==> config.mk <==
export PLATFORM = sky130hd
export DESIGN_NAME = mtfd_div
export DESIGN_NICKNAME = d
export VERILOG_FILES = /design/src/sv/mtfd_pkg.sv /design/src/sv/mtfd_div.sv
export VERILOG_INCLUDE_DIRS = /design/src /design/src/sv
export SDC_FILE = /design/constraint.sdc
export NUM_CORES = 1
export LEC_CHECK = 0
export BUFFER_PORTS_ARGS = -buffer_cell sky130_fd_sc_hd__buf_2
export CORE_MARGIN = 3
export CORE_UTILIZATION = 29
export CTS_CLUSTER_SIZE = 10
export DETAILED_ROUTE_END_ITERATION = 12
export GPL_TIMING_DRIVEN = 1
export PLACE_DENSITY = 0.57
export SETUP_SLACK_MARGIN = 0.5
export SLEW_MARGIN = 20
export SYNTH_ARGS = -nofsm -noshare
export SYNTH_HDL_FRONTEND = slang
export SYNTH_SLANG_ARGS = --single-unit
==> constraint.sdc <==
create_clock -name clk -period 2.5 [get_ports clk]
set_input_delay 0.125 -clock clk [delete_from_list [all_inputs] [get_ports clk]]
set_output_delay 0.125 -clock clk [all_outputs]
set_load 0.02 [all_outputs]
==> src/sv/moving_tap_fractional_delay_reader_assert.svh <==
// Assertion macros shared by the moving tap delay reader modules.
`ifndef MOVING_TAP_FRACTIONAL_DELAY_READER_ASSERT_SVH
`define MOVING_TAP_FRACTIONAL_DELAY_READER_ASSERT_SVH

// The consequent must hold in the same cycle as the antecedent.
`define MTFD_ASSERT_IMP(label, ante, cons) \
    label: assert property (@(posedge clk) disable iff (!rst_n) (ante) |-> (cons)) \
        else $error("moving tap reader: same-cycle check failed");

// The consequent must hold in the cycle after the antecedent.
`define MTFD_ASSERT_NEXT(label, ante, cons) \
    label: assert property (@(posedge clk) disable iff (!rst_n) (ante) |=> (cons)) \
        else $error("moving tap reader: next-cycle check failed");

`endif

==> src/sv/mtfd_pkg.sv <==
// Shared types and constants of the moving tap fractional delay reader.
`timescale 1ns / 1ps
`default_nettype none

package mtfd_pkg;

    // Field widths of one request and one result.
    localparam int SAMPLE_W = 24;
    localparam int INDEX_W  = 32;
    localparam int SLOT_W   = 5;
    localparam int LOC_W    = 30;
    localparam int LEN_W    = 13;
    localparam int STEP_W   = 32;

    // Packing of the slave-side tdata bus, lowest field first.
    localparam int VALUE_LSB = 0;
    localparam int INDEX_LSB = VALUE_LSB + SAMPLE_W;
    localparam int SLOT_LSB  = INDEX_LSB + INDEX_W;
    localparam int LOC_LSB   = SLOT_LSB + SLOT_W;
    localparam int LEN_LSB   = LOC_LSB + LOC_W;
    localparam int IN_DATA_W = ((LEN_LSB + LEN_W + 7) / 8) * 8;

    // Packing of the slave-side tuser bus.
    localparam int USER_FUNC_BIT  = 0;
    localparam int USER_START_BIT = 1;
    localparam int IN_USER_W      = 2;

    localparam int OUT_DATA_W = ((SAMPLE_W + 7) / 8) * 8;

    // Request function codes.
    localparam logic FUNC_WRITE = 1'b0;
    localparam logic FUNC_READ  = 1'b1;

    // Sequencer states.
    typedef enum logic [4:0] {
        ST_CLEAR = 5'b00001,
        ST_IDLE  = 5'b00010,
        ST_RD    = 5'b00100,
        ST_DIV   = 5'b01000,
        ST_OUT   = 5'b10000
    } state_t;

    // Divider control and status.
    typedef struct packed {
        logic start;
        logic negate;
    } div_req_t;

    typedef struct packed {
        logic busy;
        logic done;
    } div_stat_t;

endpackage

`default_nettype wire

==> src/sv/mtfd_div.sv <==
// Bit-serial signed-by-unsigned divider for the per-block step.
`timescale 1ns / 1ps
`default_nettype none

`include "moving_tap_fractional_delay_reader_assert.svh"

module mtfd_div (
    input  wire logic                            clk,
    input  wire logic                            rst_n,
    input  wire mtfd_pkg::div_req_t              req,
    input  wire logic [mtfd_pkg::LOC_W-1:0]      dividend,
    input  wire logic [mtfd_pkg::LEN_W-1:0]      divisor,
    output mtfd_pkg::div_stat_t                  stat,
    output logic signed [mtfd_pkg::LOC_W:0]      quotient
);
    import mtfd_pkg::*;

    localparam int CNT_W = $clog2(LOC_W + 1);

    logic                busy_reg;
    logic                done_reg;
    logic                neg_reg;
    logic [CNT_W-1:0]    cnt_reg;
    logic [LEN_W-1:0]    rem_reg;
    logic [LOC_W-1:0]    quo_reg;
    logic [LEN_W-1:0]    dsr_reg;

    logic [LEN_W:0]      rem_shift;
    logic [LEN_W:0]      rem_sub;
    logic                rem_ge;
    logic [LEN_W-1:0]    rem_step;

    // One restoring step: bring down the next dividend bit and try a subtract.
    always_comb
    begin
        rem_shift = {rem_reg, quo_reg[LOC_W-1]};
        rem_sub   = rem_shift - {1'b0, dsr_reg};
        rem_ge    = (rem_shift >= {1'b0, dsr_reg});
        rem_step  = rem_ge ? rem_sub[LEN_W-1:0] : rem_shift[LEN_W-1:0];
    end

    // Iteration control.
    always_ff @(posedge clk or negedge rst_n)
    begin
        if (!rst_n)
        begin
            busy_reg <= 1'b0;
            done_reg <= 1'b0;
            cnt_reg  <= '0;
        end
        else
        begin
            done_reg <= 1'b0;
            if (req.start)
            begin
                busy_reg <= 1'b1;
                cnt_reg  <= CNT_W'(LOC_W);
            end
            else if (busy_reg)
            begin
                cnt_reg <= cnt_reg - CNT_W'(1);
                if (cnt_reg == CNT_W'(1))
                begin
                    busy_reg <= 1'b0;
                    done_reg <= 1'b1;
                end
            end
        end
    end

    // Datapath: the quotient shifts in where the dividend shifts out.
    always_ff @(posedge clk)
    begin
        if (req.start)
        begin
            rem_reg <= '0;
            quo_reg <= dividend;
            dsr_reg <= divisor;
            neg_reg <= req.negate;
        end
        else if (busy_reg)
        begin
            rem_reg <= rem_step;
            quo_reg <= {quo_reg[LOC_W-2:0], rem_ge};
        end
    end

    // Truncation toward zero: divide magnitudes, then restore the sign.
    assign quotient = neg_reg ? -signed'({1'b0, quo_reg}) : signed'({1'b0, quo_reg});
    assign stat.busy = busy_reg;
    assign stat.done = done_reg;

    `MTFD_ASSERT_NEXT(a_start_makes_busy, req.start, stat.busy)
    `MTFD_ASSERT_IMP(a_done_not_busy, stat.done, !stat.busy)
    `MTFD_ASSERT_IMP(a_done_follows_busy, stat.done, $past(stat.busy))

endmodule

`default_nettype wire
==> qor.json, run 1 <==
{
  "period_needed": {"value": 2.924, "unit": "ns"},
  "synthesis.instances": {"value": 378},
  "place_worst_setup_slack": {"value": -0.1822, "unit": "ns"},
  "synth_top_area_frac": {"value": 0.3367},
  "clk_pin_slew_worst_setup_hold_paths": {"value": 0.06, "unit": "ns"},
  "power.leakage": {"value": 2.428, "unit": "nW"},
  "synth_async_sr_flop_share": {"value": 0.1094},
  "max_ffs_per_register": {"value": 30},
  "placed_area": {"value": 0.004776, "unit": "mm2"},
  "layout.nets": {"value": 568},
  "number_of_flops_mapped_to_enable_cells_by_yosys": {"value": 44},
  "min-delay-path-class": {"value": "primary input to flip-flop"},
  "cts_root_buffer": {"value": "sky130_fd_sc_hd__clkbuf_16"},
  "cp_endpoint_kind": {"value": "output port"},
  "first_pass_grt_wire_length": {"value": 16410, "unit": "um"},
  "detailedRoute.firstPassIterationCount": {"value": 4},
  "rrSetupSlack": {"value": -0.02, "unit": "ns"},
  "rsz0062_at_grt": {"value": "true"},
  "yosysMostFrequentCell": {"value": "sky130_fd_sc_hd__edfxtp_1"},
  "critical_path.max_fanout": {"value": 3},
  "drive_gt1_frac": {"value": 0.4951},
  "violated_checks": {"value": "setup timing"},
  "ys.flop_type": {"value": "sky130_fd_sc_hd__edfxtp_1"},
  "timing.max_cap.violations": {"value": 0},
  "drcViolationCount": {"value": 0},
  "synth_area": {"value": 0.003924, "unit": "mm2"},
  "floorplan.die_area": {"value": 0.01496, "unit": "mm2"},
  "grt_antenna_before_repair": {"value": 0},
  "total_routed_wirelength": {"value": 10330, "unit": "um"},
  "max-slew-margin-rel": {"value": 0.6846},
  "chipHeight": {"value": 122.3, "unit": "um"},
  "vdd_drop_max": {"value": 0.3201, "unit": "mV"},
  "grt_start_max_net_pins": {"value": 34},
  "number_of_global_route_vias_before_repair": {"value": 3395},
  "area_growth": {"value": 50.41, "unit": "%"},
  "timing_hold_violations_final": {"value": 0},
  "ys_ff_latch": {"value": 64},
  "clock_latency": {"value": 0.33, "unit": "ns"},
  "cts_made_buffers": {"value": 9},
  "final_min_period_over_clock_period": {"value": 1.170},
  "start_util": {"value": 0.3035},
  "coreArea": {"value": 0.01293, "unit": "mm2"},
  "timing.critical_path.required": {"value": 2.38, "unit": "ns"},
  "yosysTopAreaCell": {"value": "sky130_fd_sc_hd__edfxtp_1"},
  "final_antenna_net_count": {"value": 0},
  "num_vias": {"value": 3346},
  "timing.critical_path.arrival": {"value": 2.80, "unit": "ns"},
  "dp_hpwl": {"value": 7155, "unit": "um"},
  "yosys-top-cells-count": {"value": "44 x sky130_fd_sc_hd__edfxtp_1, 37 x sky130_fd_sc_hd__xnor2_1, 28 x sky130_fd_sc_hd__mux2_2, 27 x sky130_fd_sc_hd__o21ai_0, 26 x sky130_fd_sc_hd__nand2_1"},
  "htree_num_levels": {"value": 3},
  "io_pins": {"value": 80},
  "cts_tree": {"value": "done"},
  "number_of_antenna_diodes": {"value": 0},
  "routabilityCongestion": {"value": 0.7719},
  "power_per_cell_area": {"value": 862.4, "unit": "mW/mm2"},
  "main_area_contributors_after_synthesis": {"value": "sky130_fd_sc_hd__edfxtp_1 34%, sky130_fd_sc_hd__xnor2_1 8.3%, sky130_fd_sc_hd__mux2_2 8.0%, sky130_fd_sc_hd__dfxtp_1 6.6%, sky130_fd_sc_hd__ha_1 5.1%"},
  "yosys.cell_types.count": {"value": 51},
  "report.final.slew_viol_count": {"value": 0},
  "syn-num-nets": {"value": 442},
  "startpoint_type": {"value": "flip-flop"},
  "status": {"value": "finished, violations left"},
  "cts_sinks": {"value": 64},
  "worst_slack": {"value": -0.4243, "unit": "ns"},
  "utilization": {"value": 0.4565},
  "slew_of_the_pin_with_the_lowest_slew_margin": {"value": 0.4732, "unit": "ns"},
  "crit_type": {"value": "flip-flop to output port"},
  "maxClockFrequency": {"value": 342.0, "unit": "MHz"},
  "cts_max_path_buffers": {"value": 2},
  "setup_tns": {"value": -2.531, "unit": "ns"},
  "average_size_of_a_mapped_cell": {"value": 10.38, "unit": "um2"},
  "routed_wire_length_per_instance": {"value": 15.17, "unit": "um"},
  "drt_iter0_drc": {"value": 148},
  "row_count": {"value": 41},
  "timing.hold.ws": {"value": 0.09573, "unit": "ns"},
  "globalRouteOverflowTotal": {"value": 0},
  "seq_area_frac_synth": {"value": 0.4477},
  "avgViaCountPerCell": {"value": 4.913},
  "placement.io_buffers": {"value": 79},
  "gr-usage-all-layers": {"value": 0.1376},
  "layout.cell_area.non_filler": {"value": 0.005902, "unit": "mm2"},
  "finalClockSkew": {"value": 0.008426, "unit": "ns"},
  "dieWidth": {"value": 122.3, "unit": "um"},
  "synth_warnings": {"value": 0},
  "setup_viol_count_final": {"value": 14}
}
## through the flow
step / cells / total power [mW]
4_1_cts: 677 / 4.948
3_5_place_dp: 634 / 3.339
6_report: 681 / 5.090
3_3_place_gp: 634 / 3.304
2_1_floorplan: 378 / 2.847
5_1_grt: 681 / 5.404
## cells by family after synthesis
| group | share of synthesized area |
|---|---|
| DFF | 0.4477 |
| AOI/OAI and AO/OA | 0.1461 |
| buffers and inverters | 0.04496 |
| muxes | 0.08546 |
| adders and majority gates | 0.05612 |
| xor gates and xnor gates | 0.08929 |
| and+or+nand+nor | 0.1304 |
## path summary, 6_finish.rpt
check,startpoint,to,cells after the start
min reg2reg,rem_reg[11]$_SDFFE_PP0P_,rem_reg[11]$_SDFFE_PP0P_,2
max,quo_reg[20]$_DFFE_PP_,quotient[29],7
min in group asynchronous,rst_n,busy_reg$_DFF_PN0_,2
min,dividend[1],quo_reg[1]$_DFFE_PP_,3
max in group asynchronous,rst_n,cnt_reg[0]$_DFFE_PN0P_,2
max reg2reg,quo_reg[29]$_DFFE_PP_,quo_reg[0]$_DFFE_PP_,11
## what timing repair did
item                                    4_1_cts  5_1_grt
hold endpoints to repair                     21        0
endpoints found under the setup margin       39       40
pin swaps                                    32       22
buffers inserted                             12        4
hold buffers                                 15        0
resized for setup                            76       46
## layer usage
metal,track usage,part of all wire,up-vias
met5,0,0,-
met4,0.03919,0.0091,0
met3,0.02811,0.049,8
met2,0.2394,0.49,91
met1,0.1727,0.45,1585
li1,-,-,1662
## critical path, stage by stage, from the launching register on
cell and delay [ns]:
sky130_fd_sc_hd__edfxtp_1 0.39, sky130_fd_sc_hd__or4_4 0.55, sky130_fd_sc_hd__or3_4 0.34, sky130_fd_sc_hd__or3_4 0.35
sky130_fd_sc_hd__or3_4 0.36, sky130_fd_sc_hd__o31ai_4 0.21, sky130_fd_sc_hd__xnor2_2 0.13, sky130_fd_sc_hd__buf_4 0.15
## final cells by class
cell class | instances | area [um2]
Multi-Input combinational cell | 270 | 2560
Clock buffer | 9 | 225.2
Sequential cell | 64 | 1757
Inverter | 23 | 86.33
Fill cell | 1204 | 7025
Timing Repair Buffer | 136 | 955.9
Tap cell | 172 | 215.2
Clock inverter | 7 | 102.6
## report_power, final
part,internal [mW],switching (mW)
clock,0.883,0.494
combinational,1.04,1.19
sequential,1.32,0.166
total,3.24,1.85
## cell usage in the layout, fill, tap and decap left out, types with 10 or more instances in the layout
cell | netlist | layout
sky130_fd_sc_hd__buf_2 | 0 | 56
sky130_fd_sc_hd__buf_4 | 3 | 55
sky130_fd_sc_hd__edfxtp_1 | 44 | 44
sky130_fd_sc_hd__mux2_2 | 28 | 27
sky130_fd_sc_hd__xnor2_1 | 37 | 27
sky130_fd_sc_hd__inv_1 | 22 | 21
sky130_fd_sc_hd__nand2_1 | 26 | 18
sky130_fd_sc_hd__nor2_1 | 18 | 17
sky130_fd_sc_hd__ha_1 | 16 | 15
sky130_fd_sc_hd__dlygate4sd3_1 | 0 | 15
sky130_fd_sc_hd__dfxtp_1 | 13 | 13
sky130_fd_sc_hd__nand3_2 | 0 | 12
sky130_fd_sc_hd__o21ai_0 | 27 | 11
sky130_fd_sc_hd__xnor2_2 | 0 | 10
sky130_fd_sc_hd__buf_6 | 0 | 10
No activity file was read; power rests on OpenSTA's default activity.
==> run 2: changes to the inputs <==
ABC_AREA = 1   (was unset)
==> run 2 against run 1 <==
The flow now finishes without violations. Non-clock buffer count up 7. Critical endpoint is now quotient[25]. Cell count up 36%. Critical path type unchanged. Sequential cell count unchanged. Worst setup slack better by 0.78 ns. Clock skew down 0.0026 ns. Sequential power about the same. Core utilization down 4.3 points. Combinational power up 12%.
==> qor.json, run 2 <==
{
  "cpLargestDelayFamily": {"value": "simple AND/OR/NAND/NOR gates"},
  "yosys.cell_types.count": {"value": 35, "change": "-31%"},
  "detailedRoute.firstPassIterationCount": {"value": 4, "change": "unchanged"},
  "number_of_global_route_vias_before_repair": {"value": 4107, "change": "+21%"},
  "critical_path.max_fanout": {"value": 4, "change": "+1"},
  "setup_tns": {"value": 0, "unit": "ns", "change": "+2.531 ns"},
  "globalRouteOverflowTotal": {"value": 0, "change": "unchanged"},
  "syn-num-nets": {"value": 665, "change": "+50%"},
  "main_area_contributors_after_synthesis": {"value": "sky130_fd_sc_hd__edfxtp_1 30%, sky130_fd_sc_hd__nand2_1 14%, sky130_fd_sc_hd__inv_1 8.4%, sky130_fd_sc_hd__dfxtp_1 5.8%, sky130_fd_sc_hd__xor2_1 5.1%"},
  "hold-path-endpoint": {"value": "quo_reg[15]$_DFFE_PP_"},
  "status": {"value": "completed"},
  "finalClockSkew": {"value": 0.005868, "unit": "ns", "change": "-0.002558 ns"},
  "power.leakage": {"value": 2.941, "unit": "nW", "change": "+21%"},
  "place_inst": {"value": 851, "change": "+34%"},
  "synth_async_sr_flop_share": {"value": 0.1094, "change": "unchanged"},
  "clk_pin_slew_worst_setup_hold_paths": {"value": 0.06, "unit": "ns", "change": "about the same"},
  "utilization": {"value": 0.4132, "change": "-0.04338"},
  "r2r-end": {"value": "rem_reg[2]$_SDFFE_PP0P_"},
  "timing.critical_path.arrival": {"value": 2.02, "unit": "ns", "change": "-0.78 ns"},
  "drt_iter0_drc": {"value": 241, "change": "+63%"},
  "average_size_of_a_mapped_cell": {"value": 7.411, "unit": "um2", "change": "-29%"},
  "layout.cell_area.non_filler": {"value": 0.006096, "unit": "mm2", "change": "+3.3%"},
  "number_of_antenna_diodes": {"value": 0, "change": "unchanged"},
  "ys.flop_type": {"value": "sky130_fd_sc_hd__edfxtp_1"},
  "finalNonFillerCells": {"value": 924, "change": "+36%"},
  "synthesis.instances": {"value": 601, "change": "+59%"},
  "startpoint_of_the_lowest_slack_hold_path": {"value": "dividend[15]"},
  "yosysMostFrequentCell": {"value": "sky130_fd_sc_hd__nand2_1"},
  "drive_gt1_frac": {"value": 0.3176, "change": "-0.1775"},
  "min-delay-path-class": {"value": "primary input to flip-flop"},
  "path_common_cell": {"value": "sky130_fd_sc_hd__nand2_2"},
  "dp_hpwl": {"value": 9148, "unit": "um", "change": "+28%"},
  "period_needed": {"value": 2.148, "unit": "ns", "change": "-0.7760 ns"},
  "max-slew-margin-rel": {"value": 0.4452, "change": "-0.2394"},
  "cts_max_path_buffers": {"value": 2, "change": "unchanged"},
  "worstHoldPathCells": {"value": 3, "change": "unchanged"},
  "synth_area": {"value": 0.004454, "unit": "mm2", "change": "+14%"},
  "crit_type": {"value": "flip-flop to output port"},
  "vdd_drop_max": {"value": 0.4004, "unit": "mV", "change": "+25%"},
  "routed_wire_length_per_instance": {"value": 13.75, "unit": "um", "change": "-9.4%"},
  "placed_area": {"value": 0.005031, "unit": "mm2", "change": "+5.3%"},
  "htree_num_levels": {"value": 3, "change": "unchanged"},
  "gr-usage-all-layers": {"value": 0.1497, "change": "+0.01209"},
  "worstReg2RegStart": {"value": "quo_reg[29]$_DFFE_PP_"},
  "synth_top_area_frac": {"value": 0.2966, "change": "-0.04011"},
  "slew_of_the_pin_with_the_lowest_slew_margin": {"value": 0.8291, "unit": "ns", "change": "+0.3560 ns"},
  "grt_start_max_net_pins": {"value": 57, "change": "+68%"},
  "io_pins": {"value": 80, "change": "unchanged"},
  "cts_made_buffers": {"value": 9, "change": "unchanged"},
  "final.fill_count": {"value": 1523, "change": "+26%"},
  "rrSetupSlack": {"value": 0.58, "unit": "ns", "change": "+0.60 ns"},
  "worst_slack": {"value": 0.3517, "unit": "ns", "change": "+0.7760 ns"},
  "clock_latency": {"value": 0.34, "unit": "ns", "change": "about the same"},
  "crit_path_max_incr_delay": {"value": 0.45, "unit": "ns", "change": "-0.10 ns"},
  "place_worst_setup_slack": {"value": 0.3770, "unit": "ns", "change": "+0.5593 ns"},
  "power_per_cell_area": {"value": 833.7, "unit": "mW/mm2", "change": "-3.3%"},
  "seq_area_frac_synth": {"value": 0.3944, "change": "-0.05332"},
  "num_vias": {"value": 4310, "change": "+29%"},
  "final_antenna_net_count": {"value": 0, "change": "unchanged"},
  "placement.io_buffers": {"value": 79, "change": "unchanged"},
  "number_of_flops_mapped_to_enable_cells_by_yosys": {"value": 44, "change": "unchanged"},
  "coreArea": {"value": 0.01475, "unit": "mm2", "change": "+14%"},
  "timing.max_cap.violations": {"value": 0, "change": "unchanged"},
  "report.final.slew_viol_count": {"value": 0, "change": "unchanged"},
  "max_ffs_per_register": {"value": 30, "change": "unchanged"},
  "cp.buffers_inverters": {"value": 2, "change": "+1"},
  "yosysTopAreaCell": {"value": "sky130_fd_sc_hd__edfxtp_1"},
  "first_pass_grt_wire_length": {"value": 19800, "unit": "um", "change": "+21%"},
  "most-common-layout-cells": {"value": "142 x sky130_fd_sc_hd__nand2_1, 89 x sky130_fd_sc_hd__inv_1, 63 x sky130_fd_sc_hd__buf_2, 53 x sky130_fd_sc_hd__buf_4, 44 x sky130_fd_sc_hd__edfxtp_1"},
  "timing_hold_violations_final": {"value": 0, "change": "unchanged"},
  "drcViolationCount": {"value": 0, "change": "unchanged"},
  "power": {"value": 5.082, "unit": "mW", "change": "-0.16%"},
  "timing.critical_path.required": {"value": 2.38, "unit": "ns", "change": "about the same"},
  "routabilityCongestion": {"value": 0.8665, "change": "+12%"},
  "ordered_list_of_cells_on_the_worst_path": {"value": "inv_2 > nand2_2 > nor2_2 > nand2_2 > nor2_4 > nand2_2 > nand2_2 > o21ai_1 > xor2_1 > buf_4"},
  "timing.reg2reg.worst_path_depth": {"value": 14, "change": "+3"},
  "timing.hold.ws": {"value": 0.05911, "unit": "ns", "change": "-0.03663 ns"},
  "yosys-top-cells-count": {"value": "161 x sky130_fd_sc_hd__nand2_1, 100 x sky130_fd_sc_hd__inv_1, 46 x sky130_fd_sc_hd__nor2_1, 44 x sky130_fd_sc_hd__edfxtp_1, 40 x sky130_fd_sc_hd__nand3_1"},
  "floorplan.die_area": {"value": 0.01688, "unit": "mm2", "change": "+13%"},
  "startpoint_type": {"value": "flip-flop"},
  "final_common_cell": {"value": "sky130_fd_sc_hd__nand2_1"},
  "cts_root_buffer": {"value": "sky130_fd_sc_hd__clkbuf_16"},
  "cts_tree": {"value": "done"},
  "setup_viol_count_final": {"value": 0, "change": "-14"},
  "rsz0062_at_grt": {"value": "true"},
  "final_min_period_over_clock_period": {"value": 0.8593, "change": "-0.3104"},
  "cp_endpoint_kind": {"value": "output port"},
  "ys_ff_latch": {"value": 64, "change": "unchanged"},
  "synth_warnings": {"value": 0, "change": "unchanged"},
  "avgViaCountPerCell": {"value": 4.665, "change": "-5.1%"},
  "maxClockFrequency": {"value": 465.5, "unit": "MHz", "change": "+36%"},
  "dieWidth": {"value": 129.9, "unit": "um", "change": "+6.2%"},
  "cpMaxStageDelayCell": {"value": "sky130_fd_sc_hd__edfxtp_1"},
  "chipHeight": {"value": 129.9, "unit": "um", "change": "+6.2%"},
  "area_growth": {"value": 36.85, "unit": "%"},
  "grt_antenna_before_repair": {"value": 0, "change": "unchanged"},
  "start_util": {"value": 0.3019, "change": "-0.001623"},
  "cts_sinks": {"value": 64, "change": "unchanged"},
  "layout.nets": {"value": 799, "change": "+41%"},
  "row_count": {"value": 44, "change": "+7.3%"},
  "total_routed_wirelength": {"value": 12700, "unit": "um", "change": "+23%"}
}
-- run 2: changes by cell type after synthesis, moves of 23 or more --
cell,change
sky130_fd_sc_hd__nor2_1,+28
sky130_fd_sc_hd__nand3_1,+24
sky130_fd_sc_hd__xnor2_1,-33
sky130_fd_sc_hd__inv_1,+78
sky130_fd_sc_hd__nand2_1,+135
sky130_fd_sc_hd__mux2_2,-28
sky130_fd_sc_hd__xor2_1,+23
sky130_fd_sc_hd__nand4_1,+23
-- run 2: routing by layer --
metal,GRT usage,vias up,routed length (um)
met4,0.04218,0,194
met5,0,-,0
li1,-,2192,-
met2,0.2372,113,5957
met3,0.04134,18,680
met1,0.2012,1987,5869
-- run 2: cells by family (layout without fill, tap and decap cells) --
group                    count (synthesis)  after routing  synth area share
AND/OR/NAND/NOR                        302            302            0.3115
XOR/XNOR                                30             30           0.05899
flip-flops                              64             64            0.3944
adder cells (fa/ha/maj)                 17             17           0.04944
AO/OA/AOI/OAI                           60             60           0.07135
buffers and inverters                  128            267            0.1143
-- run 2: what timing repair did --
action,in CTS,in global routing
endpoints found under the setup margin,34,35
buffers inserted,19,23
resized for setup,33,73
endpoints found under the hold margin,21,0
pin swaps,18,33
gates cloned,0,0
hold buffers,15,0
-- run 2: layout make-up --
| class | count | area (um2) | area share |
|---|---|---|---|
| clock buffer | 11 | 232.7 | 0.03818 |
| multi-input combinational | 409 | 2435 | 0.3994 |
| sequential | 64 | 1757 | 0.2882 |
| tap | 184 | 230.2 | 0.03777 |
| timing repair buffer | 143 | 1007 | 0.1652 |
| inverter | 108 | 410.4 | 0.06732 |
| clock inverter | 5 | 23.77 | 0.003900 |
-- run 2: how the worst max path moves through the flow --
stage / to / from / cells past startpoint
global placement: quo_reg[0]$_DFFE_PP_ / quo_reg[29]$_DFFE_PP_ / 12
finish: quotient[25] / quo_reg[9]$_DFFE_PP_ / 10
detailed placement: quo_reg[0]$_DFFE_PP_ / quo_reg[29]$_DFFE_PP_ / 12
floorplan: quo_reg[0]$_DFFE_PP_ / quo_reg[29]$_DFFE_PP_ / 13
CTS: quotient[20] / quo_reg[2]$_DFFE_PP_ / 10
global route: quotient[27] / quo_reg[9]$_DFFE_PP_ / 10
-- run 2: power by group --
group	total [mW]	internal [mW]	leakage [nW]	switching, mW
registers	1.47	1.32	0.648	0.153
logic	2.48	1.01	2.17	1.47
clock network	1.13	0.659	0.122	0.469
-- run 2: tightest hold or removal path: stages --
cell and delay [ns]:
sky130_fd_sc_hd__buf_2 0.07, sky130_fd_sc_hd__nand2_1 0.04, sky130_fd_sc_hd__o21ai_0 0.05
==> run 3: changes to the inputs <==
ABC_AREA = unset   (was 1)
PLACE_DENSITY = 0.56   (was 0.57)
clock period = 2.8 ns   (was 2.5 ns; I/O delays follow)
==> run 3 against run 2 <==
The flow now finishes with violations (setup timing). Non-clock buffer count shrank 8. Core utilization grew 3.7 points. Hold slack better by 0.037 ns. Worst setup slack lost 0.61 ns. Die area decreased by 11%. Clock power about the same. Largest power group unchanged.
==> qor.json, run 3 (synthesis results as in run 1) <==
{
  "max-slew-margin-rel": {"value": 0.4406, "change": "-0.004604"},
  "htree_num_levels": {"value": 3, "change": "unchanged"},
  "r2r-end": {"value": "rem_reg[0]$_SDFFE_PP0P_"},
  "area_growth": {"value": 48.18, "unit": "%"},
  "startpoint_type": {"value": "flip-flop"},
  "timing_hold_violations_final": {"value": 0, "change": "unchanged"},
  "violated_checks": {"value": "setup timing"},
  "drcViolationCount": {"value": 0, "change": "unchanged"},
  "crit_type": {"value": "flip-flop to output port"},
  "number_of_global_route_vias_before_repair": {"value": 3411, "change": "-17%"},
  "timing.max_cap.violations": {"value": 0, "change": "unchanged"},
  "report.final.slew_viol_count": {"value": 0, "change": "unchanged"},
  "floorplan.die_area": {"value": 0.01496, "unit": "mm2", "change": "-11%"},
  "start_util": {"value": 0.3035, "change": "+0.001623"},
  "period_needed": {"value": 3.058, "unit": "ns"},
  "rrSetupSlack": {"value": 0.46, "unit": "ns", "change": "-0.12 ns"},
  "timing.critical_path.arrival": {"value": 2.92, "unit": "ns", "change": "+0.90 ns"},
  "worstReg2RegStart": {"value": "quo_reg[29]$_DFFE_PP_"},
  "layout.cell_area.non_filler": {"value": 0.005814, "unit": "mm2", "change": "-4.6%"},
  "dp_hpwl": {"value": 6970, "unit": "um", "change": "-24%"},
  "power_per_cell_area": {"value": 759.7, "unit": "mW/mm2", "change": "-8.9%"},
  "cts_made_buffers": {"value": 9, "change": "unchanged"},
  "vdd_drop_max": {"value": 0.2700, "unit": "mV", "change": "-33%"},
  "worst_slack": {"value": -0.2577, "unit": "ns", "change": "-0.6094 ns"},
  "placed_area": {"value": 0.004602, "unit": "mm2", "change": "-8.5%"},
  "dieWidth": {"value": 122.3, "unit": "um", "change": "-5.9%"},
  "drive_gt1_frac": {"value": 0.4823, "change": "+0.1647"},
  "switching_power": {"value": 1.648, "unit": "mW", "change": "-21%"},
  "cp_endpoint_kind": {"value": "output port"},
  "startpoint_of_the_lowest_slack_hold_path": {"value": "dividend[2]"},
  "grt_start_max_net_pins": {"value": 44, "change": "-23%"},
  "final_antenna_net_count": {"value": 0, "change": "unchanged"},
  "num_vias": {"value": 3442, "change": "-20%"},
  "hold-path-endpoint": {"value": "quo_reg[2]$_DFFE_PP_"},
  "setup_viol_count_final": {"value": 5, "change": "+5"},
  "final_min_period_over_clock_period": {"value": 1.092},
  "maxClockFrequency": {"value": 327.0, "unit": "MHz"},
  "worstHoldPathCells": {"value": 3, "change": "unchanged"},
  "io_pins": {"value": 80, "change": "unchanged"},
  "timing.critical_path.required": {"value": 2.66, "unit": "ns", "change": "+0.28 ns"},
  "rsz0062_at_grt": {"value": "true"},
  "clock_power_share": {"value": 0.249, "change": "+0.027"},
  "placement.io_buffers": {"value": 79, "change": "unchanged"},
  "critical_path.max_fanout": {"value": 3, "change": "-1"},
  "max_ffs_per_register": {"value": 30, "change": "unchanged"},
  "drt_iter0_drc": {"value": 236, "change": "-2.1%"},
  "power.leakage": {"value": 2.341, "unit": "nW", "change": "-20%"},
  "avgViaCountPerCell": {"value": 5.062, "change": "+8.5%"},
  "switching_share": {"value": 0.3731, "change": "-0.03877"},
  "total_routed_wirelength": {"value": 10770, "unit": "um", "change": "-15%"},
  "globalRouteOverflowTotal": {"value": 0, "change": "unchanged"},
  "clock_latency": {"value": 0.32, "unit": "ns", "change": "-0.02 ns"},
  "routed_wire_length_per_instance": {"value": 15.84, "unit": "um", "change": "+15%"},
  "cts_sinks": {"value": 64, "change": "unchanged"},
  "cts_max_path_buffers": {"value": 2, "change": "unchanged"},
  "finalClockSkew": {"value": 0.004225, "unit": "ns", "change": "-0.001643 ns"},
  "detailedRoute.firstPassIterationCount": {"value": 4, "change": "unchanged"},
  "cell_internal_power_dissipation": {"value": 2.769, "unit": "mW", "change": "-7.4%"},
  "cts_tree": {"value": "done"},
  "layout.nets": {"value": 567, "change": "-29%"},
  "routabilityCongestion": {"value": 0.8297, "change": "-4.2%"},
  "chipHeight": {"value": 122.3, "unit": "um", "change": "-5.9%"},
  "grt_antenna_before_repair": {"value": 0, "change": "unchanged"},
  "first_pass_grt_wire_length": {"value": 16450, "unit": "um", "change": "-17%"},
  "most-common-layout-cells": {"value": "59 x sky130_fd_sc_hd__buf_2, 48 x sky130_fd_sc_hd__buf_4, 44 x sky130_fd_sc_hd__edfxtp_1, 32 x sky130_fd_sc_hd__xnor2_1, 27 x sky130_fd_sc_hd__mux2_2"},
  "clk_pin_slew_worst_setup_hold_paths": {"value": 0.06, "unit": "ns", "change": "about the same"},
  "place_worst_setup_slack": {"value": 0.09899, "unit": "ns", "change": "-0.2781 ns"},
  "final_common_cell": {"value": "sky130_fd_sc_hd__buf_2"},
  "status": {"value": "finished, violations left"},
  "setup_tns": {"value": -0.9179, "unit": "ns", "change": "-0.9179 ns"},
  "cts_root_buffer": {"value": "sky130_fd_sc_hd__clkbuf_16"},
  "power_frac_comb": {"value": 0.447, "change": "-0.042"},
  "timing.hold.ws": {"value": 0.09655, "unit": "ns", "change": "+0.03744 ns"},
  "timing.reg2reg.worst_path_depth": {"value": 12, "change": "-2"},
  "share_seq_of_total_power": {"value": 0.303, "change": "+0.013"},
  "coreArea": {"value": 0.01293, "unit": "mm2", "change": "-12%"},
  "row_count": {"value": 41, "change": "-6.8%"},
  "gr-usage-all-layers": {"value": 0.1363, "change": "-0.01338"},
  "min-delay-path-class": {"value": "primary input to flip-flop"},
  "slew_of_the_pin_with_the_lowest_slew_margin": {"value": 0.8391, "unit": "ns", "change": "+0.009969 ns"},
  "number_of_antenna_diodes": {"value": 0, "change": "unchanged"}
}
==> run 3: cell types whose count changed in the layout (fill, tap and decap cells not counted), sizes merged, moves of 23 or more <==
cell	previous run	this run
inv	108	23
mux2	0	28
nand2	167	26
nand3	47	16
nand4	26	3
nor2	50	18
o21ai	50	27
xnor2	4	37
xor2	26	3
==> run 3: layer usage <==
metal	part of all wire	global-route usage	wire, um
met4	0.020	0.05178	218
met5	0	0	0
met1	0.45	0.1702	4850
met2	0.48	0.2326	5175
met3	0.049	0.02673	526
==> run 3: cell type report <==
type,instances,area (um2)
fillers,1195,7113
multi-input cells,270,2507
flip-flops and latches,64,1757
inverters,23,86.33
well taps,172,215.2
clock buffers,9,225.2
clock inverters,7,71.32
repair buffers,135,952.2
==> run 3: critical path, stage by stage, from the launching register on <==
cell and delay (ns):
sky130_fd_sc_hd__edfxtp_1 0.40, sky130_fd_sc_hd__or4_4 0.55, sky130_fd_sc_hd__or3_4 0.36, sky130_fd_sc_hd__or3_4 0.36
sky130_fd_sc_hd__or4_4 0.45, sky130_fd_sc_hd__o31a_1 0.34, sky130_fd_sc_hd__buf_6 0.14
==> run 3: worst max path at each step <==
| stage | start | cells after the start | to |
|---|---|---|---|
| 2_1_floorplan | quo_reg[21]$_DFFE_PP_ | 5 | quotient[30] |
| 5_1_grt | quo_reg[19]$_DFFE_PP_ | 6 | quotient[30] |
| 6_report | quo_reg[19]$_DFFE_PP_ | 6 | quotient[30] |
| 3_3_place_gp | quo_reg[21]$_DFFE_PP_ | 7 | quotient[29] |
| 3_5_place_dp | quo_reg[21]$_DFFE_PP_ | 7 | quotient[29] |
| 4_1_cts | quo_reg[21]$_DFFE_PP_ | 6 | quotient[30] |
==> run 3: power groups by stage <==
stage               clock, mW  sequential (mW)  combinational [mW]
floorplan                   0             1.30                1.17
global placement            0             1.33                1.51
detailed placement          0             1.34                1.54
CTS                      1.13             1.33                1.73
global route             1.18             1.36                2.15
finish                   1.10             1.34                1.98
==> run 3: repair_timing <==
item / CTS / global route
pin swaps: 23 / 37
hold endpoints to repair: 21 / 0
setup buffers: 20 / 3
hold buffers: 15 / 0
resized for setup: 84 / 57
setup endpoints to repair: 35 / 37
==> run 3: stage by stage <==
step	total power [mW]	util	instances
final	4.417	0.4498	680
after CTS	4.189	0.4254	676
after global routing	4.691	0.4498	680
after detailed placement	2.876	0.3560	625
after floorplan	2.475	-	378
after global placement	2.847	0.3560	625
